==> config.mk <==
export PLATFORM = sky130hd
export DESIGN_NAME = subband_row_analysis_top
export DESIGN_NICKNAME = d
export VERILOG_FILES = /design/src/design/sra_pkg.sv /design/src/design/sra_front.sv /design/src/design/sra_fifo.sv /design/src/design/sra_back.sv /design/src/design/subband_row_analysis_top.sv
export SDC_FILE = /design/constraint.sdc
export NUM_CORES = 1
export LEC_CHECK = 0
export BUFFER_PORTS_ARGS = -buffer_cell sky130_fd_sc_hd__buf_2
export CAP_MARGIN = 20
export CORE_ASPECT_RATIO = 1.5
export CORE_MARGIN = 4
export CORE_UTILIZATION = 40
export CTS_BUF_LIST = sky130_fd_sc_hd__clkbuf_8
export DETAILED_ROUTE_END_ITERATION = 7
export GPL_TIMING_DRIVEN = 0
export PLACE_DENSITY = 0.61
export SLEW_MARGIN = 20
export SYNTH_ARGS = -nofsm -noshare
export SYNTH_HDL_FRONTEND = slang
export SYNTH_SLANG_ARGS = --single-unit
==> constraint.sdc <==
create_clock -name clk -period 13.7 [get_ports clk]
set_input_delay 0.685 -clock clk [delete_from_list [all_inputs] [get_ports clk]]
set_output_delay 0.685 -clock clk [all_outputs]
set_load 0.01 [all_outputs]
==> src/design/sra_pkg.sv <==
// ----------------------------------------------------------------------------
// sra_pkg
// Shared widths, constants and the work descriptor of the row analysis block.
// ----------------------------------------------------------------------------
package sra_pkg;

  localparam int SMP_W               = 16;
  localparam int IDX_W               = 11;
  localparam int LO_W                = 13;
  localparam int HI_W                = 15;
  localparam int TAPS                = 5;
  localparam int MAX_ROW_LENGTH_DEF  = 4096;
  localparam int QUEUE_DEPTH         = 4;

  // one accepted sample that yields work: the five-sample window x[p-4..p]
  // (smp[0] oldest) and what the back end has to produce from it
  typedef struct packed {
    logic [TAPS-1:0][SMP_W-1:0] smp;
    logic                       has_mid;    // result for j = p-2
    logic                       has_end;    // closing result of the row
    logic                       end_odd;    // row has even length, j = p-1
    logic                       left_edge;  // j = 0, mirror about x[0]
    logic                       is_short;   // row of one or two samples
    logic [IDX_W-1:0]           idx_mid;
    logic [IDX_W-1:0]           idx_end;
  } desc_t;

endpackage

==> src/design/sra_front.sv <==
// ----------------------------------------------------------------------------
// sra_front
// Takes samples, keeps the window and row position, and queues work items.
// ----------------------------------------------------------------------------
module sra_front #(
  parameter int MAX_ROW_LENGTH = sra_pkg::MAX_ROW_LENGTH_DEF
) (
  input  logic                       clk,
  input  logic                       rst_n,
  input  logic                       in_valid,
  output logic                       in_ready,
  input  logic [sra_pkg::SMP_W-1:0]  in_sample,
  input  logic                       in_last_in_row,
  input  logic                       fifo_full,
  output logic                       push,
  output sra_pkg::desc_t             push_desc
);

  localparam int PW = $clog2(MAX_ROW_LENGTH);
  localparam int EW = (PW > sra_pkg::IDX_W + 1) ? PW : sra_pkg::IDX_W + 1;

  logic [PW-1:0]                    pos_r, pos_nxt;
  logic [3:0][sra_pkg::SMP_W-1:0]   win_r, win_nxt;
  logic                             acc;
  logic                             last;
  logic                             early;
  logic                             even;
  logic [EW-1:0]                    pos_ext;
  logic [sra_pkg::IDX_W-1:0]        half;

  assign in_ready = !fifo_full;
  assign acc      = in_valid && in_ready;

  always_comb begin
    // an overlong row is cut at the last position that fits
    last    = in_last_in_row || (pos_r == PW'(MAX_ROW_LENGTH - 1));
    early   = (pos_r < PW'(2));
    even    = !pos_r[0];
    pos_ext = EW'(pos_r);
    half    = pos_ext[sra_pkg::IDX_W:1];

    push_desc.smp       = {in_sample, win_r};
    push_desc.has_mid   = even && !early;
    push_desc.has_end   = last;
    push_desc.end_odd   = pos_r[0];
    push_desc.left_edge = (pos_r == PW'(2));
    push_desc.is_short  = last && early;
    push_desc.idx_mid   = half - sra_pkg::IDX_W'(1);
    push_desc.idx_end   = half;

    push    = acc && (last || (even && !early));
    pos_nxt = pos_r;
    win_nxt = win_r;
    if (acc) begin
      win_nxt = {in_sample, win_r[3:1]};
      pos_nxt = last ? '0 : pos_r + PW'(1);
    end
  end

  always_ff @(posedge clk) begin
    if (!rst_n) begin
      pos_r <= '0;
      win_r <= '0;
    end else begin
      pos_r <= pos_nxt;
      win_r <= win_nxt;
    end
  end

endmodule

==> src/design/sra_fifo.sv <==
// ----------------------------------------------------------------------------
// sra_fifo
// Small queue of work items between the front and the back end.
// ----------------------------------------------------------------------------
module sra_fifo (
  input  logic           clk,
  input  logic           rst_n,
  input  logic           push,
  input  sra_pkg::desc_t push_desc,
  output logic           full,
  input  logic           pop,
  output logic           head_valid,
  output sra_pkg::desc_t head
);

  localparam int DEPTH = sra_pkg::QUEUE_DEPTH;
  localparam int AW    = $clog2(DEPTH);

  sra_pkg::desc_t  mem_r [DEPTH];
  logic [AW-1:0]   wr_ptr_r, wr_ptr_nxt;
  logic [AW-1:0]   rd_ptr_r, rd_ptr_nxt;
  logic [AW:0]     cnt_r, cnt_nxt;
  logic            do_pop;

  assign full       = (cnt_r == (AW+1)'(DEPTH));
  assign head_valid = (cnt_r != '0);
  assign head       = mem_r[rd_ptr_r];
  assign do_pop     = pop && head_valid;

  always_comb begin
    wr_ptr_nxt = push   ? wr_ptr_r + AW'(1) : wr_ptr_r;
    rd_ptr_nxt = do_pop ? rd_ptr_r + AW'(1) : rd_ptr_r;
    cnt_nxt    = cnt_r + (AW+1)'(push) - (AW+1)'(do_pop);
  end

  always_ff @(posedge clk) begin
    if (!rst_n) begin
      wr_ptr_r <= '0;
      rd_ptr_r <= '0;
      cnt_r    <= '0;
    end else begin
      wr_ptr_r <= wr_ptr_nxt;
      rd_ptr_r <= rd_ptr_nxt;
      cnt_r    <= cnt_nxt;
    end
  end

  always_ff @(posedge clk) begin
    if (push) begin
      mem_r[wr_ptr_r] <= push_desc;
    end
  end

`ifndef SYNTHESIS
  a_cnt_bound: assert property (@(posedge clk) disable iff (!rst_n)
    cnt_r <= (AW+1)'(DEPTH))
    else $error("queue count above depth");

  a_no_overflow: assert property (@(posedge clk) disable iff (!rst_n)
    push |-> !full)
    else $error("push into full queue");
`endif

endmodule

==> src/design/sra_back.sv <==
// ----------------------------------------------------------------------------
// sra_back
// Computes the low and high bands for each queued item into the output register.
// ----------------------------------------------------------------------------
module sra_back (
  input  logic                             clk,
  input  logic                             rst_n,
  input  logic                             head_valid,
  input  sra_pkg::desc_t                   head,
  output logic                             pop,
  output logic                             out_valid,
  input  logic                             out_ready,
  output logic [sra_pkg::IDX_W-1:0]        out_index,
  output logic signed [sra_pkg::LO_W-1:0]  out_low_band,
  output logic signed [sra_pkg::HI_W-1:0]  out_high_band,
  output logic                             out_row_done,
  output logic                             out_short_row
);

  localparam int W = sra_pkg::SMP_W;

  logic                         phase_r, phase_nxt;
  logic                         out_valid_r, out_valid_nxt;
  logic [sra_pkg::IDX_W-1:0]    out_index_r;
  logic [sra_pkg::LO_W-1:0]     out_low_band_r;
  logic [sra_pkg::HI_W-1:0]     out_high_band_r;
  logic                         out_row_done_r;
  logic                         out_short_row_r;

  logic                         want_end;
  logic                         fire;
  logic                         split;
  logic [W-1:0]                 ta, tb, tc, td, te;
  logic [W-1:0]                 lo_sum, lo_adj, hi_sum, hi_adj;

  always_comb begin
    want_end = !head.has_mid || phase_r;
    // pick the five taps, mirrored at the row edges
    if (!want_end) begin
      ta = head.left_edge ? head.smp[4] : head.smp[0];
      tb = head.left_edge ? head.smp[3] : head.smp[1];
      tc = head.smp[2];
      td = head.smp[3];
      te = head.smp[4];
    end else if (head.end_odd) begin
      ta = head.smp[1];
      tb = head.smp[2];
      tc = head.smp[3];
      td = head.smp[4];
      te = head.smp[3];
    end else begin
      ta = head.smp[2];
      tb = head.smp[3];
      tc = head.smp[4];
      td = head.smp[3];
      te = head.smp[2];
    end

    // 16-bit wrapping sums, then divide truncating toward zero
    lo_sum = {tb[W-2:0], 1'b0} + {tc[W-3:0], 2'b00} + {tc[W-2:0], 1'b0}
           + {td[W-2:0], 1'b0} - ta - te;
    lo_adj = lo_sum + (lo_sum[W-1] ? W'(7) : W'(0));
    hi_sum = {tb[W-2:0], 1'b0} - ta - tc;
    hi_adj = hi_sum + W'(hi_sum[W-1]);

    fire          = head_valid && (!out_valid_r || out_ready);
    split         = head.has_mid && head.has_end && !phase_r;
    pop           = fire && !split;
    phase_nxt     = fire ? split : phase_r;
    out_valid_nxt = fire ? 1'b1 : (out_ready ? 1'b0 : out_valid_r);
  end

  always_ff @(posedge clk) begin
    if (!rst_n) begin
      phase_r     <= 1'b0;
      out_valid_r <= 1'b0;
    end else begin
      phase_r     <= phase_nxt;
      out_valid_r <= out_valid_nxt;
    end
  end

  always_ff @(posedge clk) begin
    if (fire) begin
      out_index_r     <= want_end ? head.idx_end : head.idx_mid;
      out_low_band_r  <= head.is_short ? '0 : lo_adj[W-1:3];
      out_high_band_r <= head.is_short ? '0 : hi_adj[W-1:1];
      out_row_done_r  <= want_end;
      out_short_row_r <= head.is_short;
    end
  end

  assign out_valid     = out_valid_r;
  assign out_index     = out_index_r;
  assign out_low_band  = out_low_band_r;
  assign out_high_band = out_high_band_r;
  assign out_row_done  = out_row_done_r;
  assign out_short_row = out_short_row_r;

`ifndef SYNTHESIS
  a_phase_has_both: assert property (@(posedge clk) disable iff (!rst_n)
    phase_r |-> head_valid && head.has_mid && head.has_end)
    else $error("second result pending without a two-result item");

  a_short_is_final: assert property (@(posedge clk) disable iff (!rst_n)
    out_valid_r && out_short_row_r |->
      out_row_done_r && (out_low_band_r == '0) && (out_high_band_r == '0))
    else $error("short row result malformed");
`endif

endmodule

==> src/design/subband_row_analysis_top.sv <==
// ----------------------------------------------------------------------------
// subband_row_analysis_top
// Two-channel subband analysis of one row, streamed one sample at a time.
// ----------------------------------------------------------------------------
// Samples are accepted at one per cycle whenever the four-entry work queue
// has room; the first result that a sample completes passes the work queue
// and the output register, and a second result of the same sample follows
// it. The back end writes one result per cycle into the output register
// while out_ready allows, so an item that closes an odd-length row (two
// results) holds the queue head until both are written; since a row yields
// about one result per two samples, the queue absorbs this and the input
// rate stays at one sample per cycle as long as out_ready is not held low.
// Row edges are mirrored about the edge sample, rows of one or two samples
// give a single flagged result, and a row is cut after MAX_ROW_LENGTH samples.
module subband_row_analysis_top #(
  parameter int MAX_ROW_LENGTH = sra_pkg::MAX_ROW_LENGTH_DEF
) (
  input  logic                             clk,
  input  logic                             rst_n,
  input  logic                             in_valid,
  output logic                             in_ready,
  input  logic signed [sra_pkg::SMP_W-1:0] in_sample,
  input  logic                             in_last_in_row,
  output logic                             out_valid,
  input  logic                             out_ready,
  output logic [sra_pkg::IDX_W-1:0]        out_index,
  output logic signed [sra_pkg::LO_W-1:0]  out_low_band,
  output logic signed [sra_pkg::HI_W-1:0]  out_high_band,
  output logic                             out_row_done,
  output logic                             out_short_row
);

  logic           push;
  logic           fifo_full;
  logic           pop;
  logic           head_valid;
  sra_pkg::desc_t push_desc;
  sra_pkg::desc_t head;

  sra_front #(
    .MAX_ROW_LENGTH (MAX_ROW_LENGTH)
  ) u_front (
    .clk            (clk),
    .rst_n          (rst_n),
    .in_valid       (in_valid),
    .in_ready       (in_ready),
    .in_sample      (in_sample),
    .in_last_in_row (in_last_in_row),
    .fifo_full      (fifo_full),
    .push           (push),
    .push_desc      (push_desc)
  );

  sra_fifo u_fifo (
    .clk        (clk),
    .rst_n      (rst_n),
    .push       (push),
    .push_desc  (push_desc),
    .full       (fifo_full),
    .pop        (pop),
    .head_valid (head_valid),
    .head       (head)
  );

  sra_back u_back (
    .clk           (clk),
    .rst_n         (rst_n),
    .head_valid    (head_valid),
    .head          (head),
    .pop           (pop),
    .out_valid     (out_valid),
    .out_ready     (out_ready),
    .out_index     (out_index),
    .out_low_band  (out_low_band),
    .out_high_band (out_high_band),
    .out_row_done  (out_row_done),
    .out_short_row (out_short_row)
  );

endmodule

==> results of run 1 <==
## metal layers
layer	wire length [µm]	track usage
met3	2705	0.02682
met4	2134	0.07016
met2	33770	0.3406
met1	23740	0.2075
met5	0	0
## critical path: cells and delay by family (launching register included)
| family | cells | cell delay, ns |
|---|---|---|
| buffers and inverters | 10 | 3.36 |
| adder cells (fa/ha/maj) | 5 | 1.99 |
| XOR/XNOR | 2 | 0.34 |
| flip-flops | 1 | 0.33 |
| AND/OR/NAND/NOR | 5 | 0.80 |
| AO/OA/AOI/OAI | 7 | 1.94 |
## how the worst min path moves through the flow
stage,startpoint,endpoint
finish,in_sample[0],u_fifo.mem_r[2][91]
global route,in_sample[0],u_fifo.mem_r[2][91]
CTS,in_sample[9],u_fifo.mem_r[2][100]
detailed placement,u_front.push_desc[35],u_fifo.mem_r[1][35]
global placement,u_front.push_desc[35],u_fifo.mem_r[2][35]
floorplan,u_front.pos_ext[3],u_fifo.mem_r[0][2]
## metrics by stage
step	utilization	instances	worst slack [ns]	hold slack, ns
floorplan	-	1824	6.792	0.4583
global placement	0.4248	2756	4.591	0.4732
detailed placement	0.4287	2765	4.506	0.4944
CTS	0.4538	2916	4.481	0.2155
global route	0.4540	2918	4.002	0.2205
finish	0.4541	2919	4.636	0.2682
## flip-flops by register name (all words and copies together) (netlist names), 2 cells and up, named ones only
signal	flops
u_back.out_high_band	15
u_back.out_index	11
u_back.out_low_band	13
u_fifo.cnt_r	3
u_fifo.mem_r	428
u_fifo.rd_ptr_r	2
u_fifo.wr_ptr_r	2
u_front.pos_ext	12
u_front.push_desc	64
## cell families after synthesis
logic type,count (synthesis),share of synthesized area
multiplexers,164,0.1164
AO/OA/AOI/OAI,246,0.06254
XOR/XNOR,69,0.02436
flip-flops,556,0.6090
AND/OR/NAND/NOR,456,0.08055
adder cells (fa/ha/maj),111,0.07366
buffers and inverters,222,0.03356
## cell usage after synthesis (7+ instances only)
master | number | area, µm²
clkbuf_1 | 59 | 221.5
edfxtp_1 | 469 | 14080
nor2_1 | 91 | 341.6
nand2_1 | 218 | 818.3
and2_1 | 25 | 156.4
nand3_1 | 26 | 130.1
mux2i_1 | 31 | 310.3
mux4_2 | 107 | 2410
dfxtp_1 | 87 | 1742
a211oi_1 | 19 | 142.6
ha_1 | 41 | 513.0
o21ai_0 | 35 | 175.2
a21o_1 | 17 | 127.6
a31oi_1 | 12 | 75.07
xnor2_1 | 41 | 359.1
o21a_1 | 13 | 97.59
buf_1 | 15 | 56.30
a21oi_1 | 56 | 280.3
buf_2 | 10 | 50.05
xor2_1 | 25 | 219.0
a21boi_0 | 68 | 510.5
nor3_1 | 17 | 85.08
fa_1 | 70 | 1401
nor2b_1 | 29 | 181.4
mux2_2 | 24 | 270.3
nor4_1 | 7 | 43.79
inv_1 | 133 | 499.2
nand2b_1 | 9 | 56.30
## final cells by class
class / instances / area, µm² / area share
flip-flops and latches: 556 / 15830 / 0.5406
multi-input cells: 1046 / 9308 / 0.3179
clock buffers: 93 / 1280 / 0.04372
well taps: 870 / 1089 / 0.03718
repair buffers: 72 / 554.3 / 0.01893
inverters: 134 / 503.0 / 0.01718
plain buffers: 88 / 369.1 / 0.01261
clock inverters: 58 / 342.8 / 0.01171
diodes: 2 / 5.005 / 0.0001710
## cell usage in the layout (no fill, tap or decap), drive strengths merged, types with 3 or more instances in the layout
cell type | netlist | layout
xor2 | 25 | 25
nor2b | 29 | 29
mux2 | 25 | 25
ha | 41 | 41
mux2i | 32 | 32
nand4 | 4 | 4
or3 | 5 | 5
o21ai | 38 | 38
buf | 29 | 101
a21o | 17 | 17
a21oi | 56 | 56
and2 | 26 | 26
a211oi | 19 | 19
nor3 | 20 | 20
a31oi | 12 | 12
bufinv | 0 | 3
nor3b | 3 | 3
nor4 | 8 | 8
o21a | 13 | 13
clkbuf | 59 | 152
fa | 70 | 70
a21boi | 69 | 69
nand2b | 9 | 9
inv | 134 | 167
xnor2 | 43 | 43
clkinv | 0 | 18
dfxtp | 87 | 87
edfxtp | 469 | 469
mux4 | 107 | 107
nand3 | 26 | 26
clkinvlp | 0 | 4
a31o | 3 | 3
nor2 | 93 | 93
o31ai | 3 | 3
or2 | 5 | 5
nand2 | 219 | 219
==> flow_summary.json, run 1 <==
{
  "status": "complete, no violations",
  "critPathMaxFanout": 10,
  "grt_overflow": 0,
  "drv_slew": 0,
  "async_reset_ff_frac": 0,
  "design.die.area_mm2": 0.06919,
  "worstPathRequired_ns": 14.08,
  "cts_tree": "done",
  "hp-class": "input port to flip-flop",
  "synth_cells": 1824,
  "finClkSkew_ns": 0.02494,
  "synth.ff_latch_count": 556,
  "criticalPathCategory": "flip-flop to flip-flop",
  "holdBufCountCts": 0,
  "rrSetupSlack_ns": 4.64,
  "numCtsBuffers": 81,
  "slew_headroom": 0.2751,
  "drtPass1Iterations": 5,
  "cts_htree_levels": 3,
  "grt_pass1_wl_um": 96030,
  "period_needed_ns": 9.064,
  "cp.arrival_ns": 9.45,
  "cpMaxStageDelayCell": "clkbuf_1",
  "vias_per_cell": 5.099,
  "fin_setup_tns_ns": 0,
  "dpl_cell_area_mm2": 0.02764,
  "end_kind": "flip-flop",
  "die_h_um": 320.2,
  "grtUsageTotal": 0.1814,
  "tightestPinTransition_ns": 1.087,
  "synth_area_per_cell_um2": 14.25,
  "synthToLayoutAreaGrowth_pct": 12.65,
  "syn_nets": 1956,
  "antenna_found_initial": 1,
  "synth_edf_count": 469,
  "r2r_end": "u_back.out_low_band[5]",
  "route.vias.total": 14880,
  "yosysSeqAreaShare": 0.6090,
  "die_x_um": 216.1,
  "clk_pin_slew_worst_paths_ns": 0.06,
  "hold_viol_final": 0,
  "layout-drive-gt1-share": 0.1739,
  "fmax_mhz": 110.3,
  "start_kind": "flip-flop",
  "final_nets": 2111,
  "ioPinCount": 64,
  "syn_area_mm2": 0.02599,
  "drv_cap": 0,
  "crit_path_frequent_cell": "fa_1",
  "slowest_delay_ns": 0.85,
  "nFillCells": 5754,
  "ys_warn_count": 0,
  "cts_max_path_buffers": 3,
  "hpwlAfterDp_um": 45580,
  "reg2reg_depth": 29,
  "fin_crit_sh": 0.6616,
  "io_buffer_count": 62,
  "drc_errors": 0,
  "cts_sinks": 556,
  "routed_wirelength_um": 62350,
  "grt_max_degree": 44,
  "setup_viol": 0,
  "grt_pass1_vias": 16060,
  "drt.antenna.violating_nets": 0,
  "start_util": 0.4031,
  "stdcell_area_mm2": 0.02928,
  "gp_congestion": 0.9477,
  "root_buffer": "clkbuf_8",
  "core_mm2": 0.06447,
  "cts_resized": 0,
  "ys_types": 73,
  "dr.first_iter.drc_count": 944,
  "rsz0062_at_grt": "no",
  "clk_latency_ns": 0.65,
  "endpoint": "u_back.out_low_band[5]",
  "postCtsSetupBuffers": 0,
  "min_path_cells": 1,
  "synth_ff_type": "edfxtp_1",
  "avgRoutedWirePerCell_um": 21.36,
  "rows": 114
}
Power of run 1 is not shown: default switching activity piles up to over one toggle a cycle in this logic, so the estimate is an artifact.
==> inputs of run 2 (changes only) <==
--- a/config.mk
+++ b/config.mk
@@ -13,7 +13,7 @@
 export CTS_BUF_LIST = sky130_fd_sc_hd__clkbuf_8
 export DETAILED_ROUTE_END_ITERATION = 7
 export GPL_TIMING_DRIVEN = 0
-export PLACE_DENSITY = 0.61
+export PLACE_DENSITY = 0.63
 export SLEW_MARGIN = 20
 export SYNTH_ARGS = -nofsm -noshare
 export SYNTH_HDL_FRONTEND = slang
==> constraint.sdc (replaced) <==
create_clock -name clk -period 7.55 [get_ports clk]
set_input_delay 0.3775 -clock clk [delete_from_list [all_inputs] [get_ports clk]]
set_output_delay 0.3775 -clock clk [all_outputs]
set_load 0.01 [all_outputs]
==> flow_summary.json, run 2 (synthesized netlist as in run 1, its figures left out) <==
{
  "ioPinCount": 64,
  "criticalPathCategory": "flip-flop to flip-flop",
  "start_kind": "flip-flop",
  "drtPass1Iterations": 5,
  "drc_errors": 0,
  "slew_headroom": 0.3192,
  "drv_slew": 0,
  "clk_latency_ns": 0.67,
  "fmax_mhz": 137.8,
  "layout-drive-gt1-share": 0.1862,
  "grt_overflow": 0,
  "clk_pin_slew_worst_paths_ns": 0.07,
  "finClkSkew_ns": 0.03677,
  "core_mm2": 0.06447,
  "root_buffer": "clkbuf_8",
  "top_register": "u_fifo.mem_r",
  "io_buffer_count": 62,
  "dp_cells": 2765,
  "design.die.area_mm2": 0.06919,
  "setup_viol": 0,
  "vias_per_cell": 5.117,
  "worstPathRequired_ns": 7.95,
  "cts_tree": "done",
  "cp.arrival_ns": 7.65,
  "avgRoutedWirePerCell_um": 20.94,
  "fin_crit_sh": 0.9611,
  "grtUsageTotal": 0.1789,
  "cts_htree_levels": 3,
  "tightestPinTransition_ns": 1.021,
  "stdcell_count": 2928,
  "hp-class": "input port to flip-flop",
  "crit_path_frequent_cell": "fa_1",
  "end_kind": "flip-flop",
  "rrSetupSlack_ns": 0.29,
  "rsz0062_at_grt": "no",
  "cts_sinks": 556,
  "final_util": 0.4575,
  "status": "complete, no violations",
  "slowest_delay_ns": 0.59,
  "rows": 114,
  "synthToLayoutAreaGrowth_pct": 13.49,
  "final_common_cell": "edfxtp_1",
  "drv_cap": 0,
  "fin_setup_tns_ns": 0,
  "grt_pass1_vias": 15900,
  "route.vias.total": 14980,
  "critPathMaxFanout": 18,
  "hold_viol_final": 0,
  "largest_reg_flops": 428,
  "hpwlAfterDp_um": 45340,
  "gp_congestion": 0.8980,
  "cts_max_path_buffers": 3,
  "postCtsSetupBuffers": 0,
  "holdWs_ns": 0.1894,
  "antenna_found_initial": 1,
  "grt_max_degree": 44,
  "start_util": 0.4031,
  "numCtsBuffers": 80,
  "die_h_um": 320.2,
  "final_cell_mix": "469 x edfxtp_1, 218 x nand2_1, 162 x inv_1, 107 x mux4_2, 99 x clkbuf_8",
  "drt.antenna.violating_nets": 0,
  "period_needed_ns": 7.257,
  "final_nets": 2122,
  "dr.first_iter.drc_count": 937,
  "cpMaxStageDelayCell": "mux4_2",
  "grt_pass1_wl_um": 94760,
  "routed_wirelength_um": 61310,
  "die_x_um": 216.1
}
-- run 2: timing repair --
item	in CTS	in global routing
pin swaps	0	1
resized for setup	25	49
hold buffers	17	0
cloned	0	0
hold endpoints to repair	81	0
setup endpoints to repair	28	18
-- run 2: critical path: cells and delay by family, from the launching register on --
family / cells / cell delay (ns)
AOI/OAI and AO/OA: 5 / 1.30
buffers and inverters: 6 / 1.47
adders and majority gates: 5 / 1.96
xor gates and xnor gates: 2 / 0.36
and+or+nand+nor: 6 / 0.99
DFF: 1 / 0.32
muxes: 1 / 0.59
-- run 2: metrics by stage --
| step | area, µm² | setup WS (ns) |
|---|---|---|
| finish | 29490 | 0.2935 |
| global route | 29490 | 0.02468 |
| CTS | 29450 | 0.01619 |
| detailed placement | 27650 | -1.224 |
| global placement | 27390 | -1.556 |
| floorplan | 25990 | 0.6417 |
-- run 2: metal layers --
layer / global-route usage / vias up / wire, µm
li1: - / 6996 / -
met1: 0.2048 / 7461 / 23340
met2: 0.3311 / 392 / 32810
met3: 0.02947 / 133 / 2735
met4: 0.07428 / 0 / 2431
met5: 0 / - / 0
-- run 2: final timing paths --
kind / start / end / cells past startpoint
worst min-delay path: rst_n / u_front.push_desc[38] / 2
worst max register to register: flip-flop / u_back.out_low_band[5] / 25
worst max-delay path: flip-flop / u_back.out_low_band[5] / 25
worst min register to register: u_front.push_desc[37] / u_fifo.mem_r[0][37] / 0
-- run 2: area by class of cell --
class / instances / area, µm²
inverter: 134 / 503.0
tap: 870 / 1089
sequential: 556 / 15830
buffer: 84 / 431.7
clock inverter: 50 / 217.7
timing repair buffer: 88 / 720.7
multi-input combinational: 1046 / 9341
fill: 5784 / 34980
antenna: 1 / 2.502
clock buffer: 99 / 1363
Power of run 2 is left out for the same reason.
==> inputs of run 3 (changes only) <==
--- a/config.mk
+++ b/config.mk
@@ -7,12 +7,10 @@
 export LEC_CHECK = 0
 export BUFFER_PORTS_ARGS = -buffer_cell sky130_fd_sc_hd__buf_2
 export CAP_MARGIN = 20
-export CORE_ASPECT_RATIO = 1.5
 export CORE_MARGIN = 4
 export CORE_UTILIZATION = 40
 export CTS_BUF_LIST = sky130_fd_sc_hd__clkbuf_8
 export DETAILED_ROUTE_END_ITERATION = 7
-export GPL_TIMING_DRIVEN = 0
 export PLACE_DENSITY = 0.63
 export SLEW_MARGIN = 20
 export SYNTH_ARGS = -nofsm -noshare
==> flow_summary.json, run 3 (synthesized netlist as in run 1, its figures left out) <==
{
  "final_nets": 2062,
  "dr.first_iter.drc_count": 916,
  "grt_overflow": 0,
  "holdWs_ns": 0.06376,
  "postCtsSetupBuffers": 0,
  "hp-class": "input port to flip-flop",
  "min_to": "u_back.out_valid",
  "hold_start": "out_ready",
  "rrSetupSlack_ns": 0.77,
  "design.die.area_mm2": 0.06911,
  "drtPass1Iterations": 7,
  "criticalPathCategory": "flip-flop to flip-flop",
  "start_kind": "flip-flop",
  "final_common_cell": "edfxtp_1",
  "fin_setup_tns_ns": 0,
  "hold_viol_final": 0,
  "worstPathRequired_ns": 7.96,
  "drv_cap": 0,
  "reg2reg_depth": 21,
  "routed_wirelength_um": 54240,
  "slowest_delay_ns": 0.63,
  "route.vias.total": 14700,
  "die_h_um": 262.9,
  "grt_max_degree": 86,
  "rows": 93,
  "crit_chain": "mux4_2, nand2_4, buf_4, o21ai_0, fa_1, inv_1, fa_1, inv_1, fa_1, inv_1, ha_1, nor2b_1, o31a_1, nor4_1, o31ai_1, a21o_1, a31oi_1, xnor2_1, nor4_1, xor2_1, nor2_1",
  "holdBufCountCts": 16,
  "drc_errors": 0,
  "largest_reg_flops": 428,
  "vias_per_cell": 5.138,
  "met3_usage": 0.03062,
  "r2r_end": "u_back.out_low_band[6]",
  "critical-path-top-delay-family": "adder cells",
  "fmax_mhz": 147.5,
  "grt_pass1_vias": 15150,
  "end_kind": "flip-flop",
  "io_buffer_count": 63,
  "globalRouteMet2Util": 0.2538,
  "critPathMaxFanout": 43,
  "cts_htree_levels": 3,
  "die_x_um": 262.9,
  "cts_tree": "done",
  "clk_latency_ns": 0.68,
  "setup_viol": 0,
  "tightestPinTransition_ns": 1.060,
  "drv_slew": 0,
  "cpMaxStageDelayCell": "mux4_2",
  "root_buffer": "clkbuf_8",
  "hpwlAfterDp_um": 34490,
  "cp.buffers_inverters": 4,
  "finClkSkew_ns": 0.02804,
  "cts_sinks": 556,
  "slew_headroom": 0.2932,
  "grt.busiest_layer": "met2",
  "layout-drive-gt1-share": 0.1841,
  "clk_pin_slew_worst_paths_ns": 0.06,
  "ioPinCount": 64,
  "met1_usage": 0.2183,
  "grt_pass1_wl_um": 86240,
  "min_path_cells": 3,
  "final_cell_mix": "469 x edfxtp_1, 217 x nand2_1, 166 x inv_1, 107 x mux4_2, 93 x clkbuf_8",
  "top_register": "u_fifo.mem_r",
  "core_mm2": 0.06435,
  "avgRoutedWirePerCell_um": 18.96,
  "fin_crit_sh": 0.8978,
  "gp_congestion": 0.8418,
  "grtUsageTotal": 0.1575,
  "period_needed_ns": 6.779,
  "cp.arrival_ns": 7.19,
  "antenna_found_initial": 3,
  "cts_max_path_buffers": 3,
  "synthToLayoutAreaGrowth_pct": 12.04,
  "start_util": 0.4039,
  "status": "complete, no violations",
  "rsz0062_at_grt": "no",
  "drt.antenna.violating_nets": 0,
  "cts_resized": 0,
  "numCtsBuffers": 87
}
run 3: cell types whose count changed in the layout (fill, tap and decap cells not counted), moves of 5 or more:
cell / previous run / this run
buf_6: 5 / 0
clkbuf_2: 13 / 0
clkbuf_1: 41 / 0
buf_4: 3 / 23
buf_16: 8 / 0
buf_2: 70 / 63
clkinv_1: 9 / 14
buf_1: 7 / 0
clkbuf_8: 99 / 93
clkbuf_4: 5 / 0
run 3: per-layer routing:
layer  share of wire  routed length, µm
met3           0.050               2697
met5         0.00024                 13
met4           0.021               1117
met1            0.46              24890
met2            0.47              25510
run 3: cell type report:
class / instances / area (µm²)
antenna: 2 / 5.005
clock buffer: 93 / 1280
clock inverter: 70 / 402.9
fill: 5630 / 35230
inverter: 134 / 503.0
multi-input combinational: 1046 / 9315
sequential: 556 / 15830
tap: 855 / 1070
timing repair buffer: 105 / 708.2
run 3: worst max path at each step:
stage          startpoint                endpoint  cells past startpoint
2_1_floorplan   flip-flop  u_back.out_low_band[5]                     29
3_3_place_gp    flip-flop  u_back.out_low_band[7]                     22
3_5_place_dp    flip-flop  u_back.out_low_band[7]                     22
4_1_cts         flip-flop  u_back.out_low_band[7]                     22
5_1_grt         flip-flop  u_back.out_low_band[0]                     22
6_report        flip-flop  u_back.out_low_band[6]                     21
run 3: tightest hold or removal path, cell delays in order:
cell and delay (ns):
buf_2 0.07, nand2b_1 0.12, a21boi_0 0.10
run 3: per-stage QoR:
step	std cells	setup slack [ns]	utilization	cell area (µm²)
6_report	2861	0.7714	0.4525	29120
3_5_place_dp	2680	0.7328	0.4238	27270
4_1_cts	2859	0.7177	0.4524	29110
2_1_floorplan	1824	0.6417	-	25990
3_3_place_gp	2680	0.8431	0.4238	27270
5_1_grt	2861	0.2045	0.4525	29120
Power of run 3 is left out for the same reason.
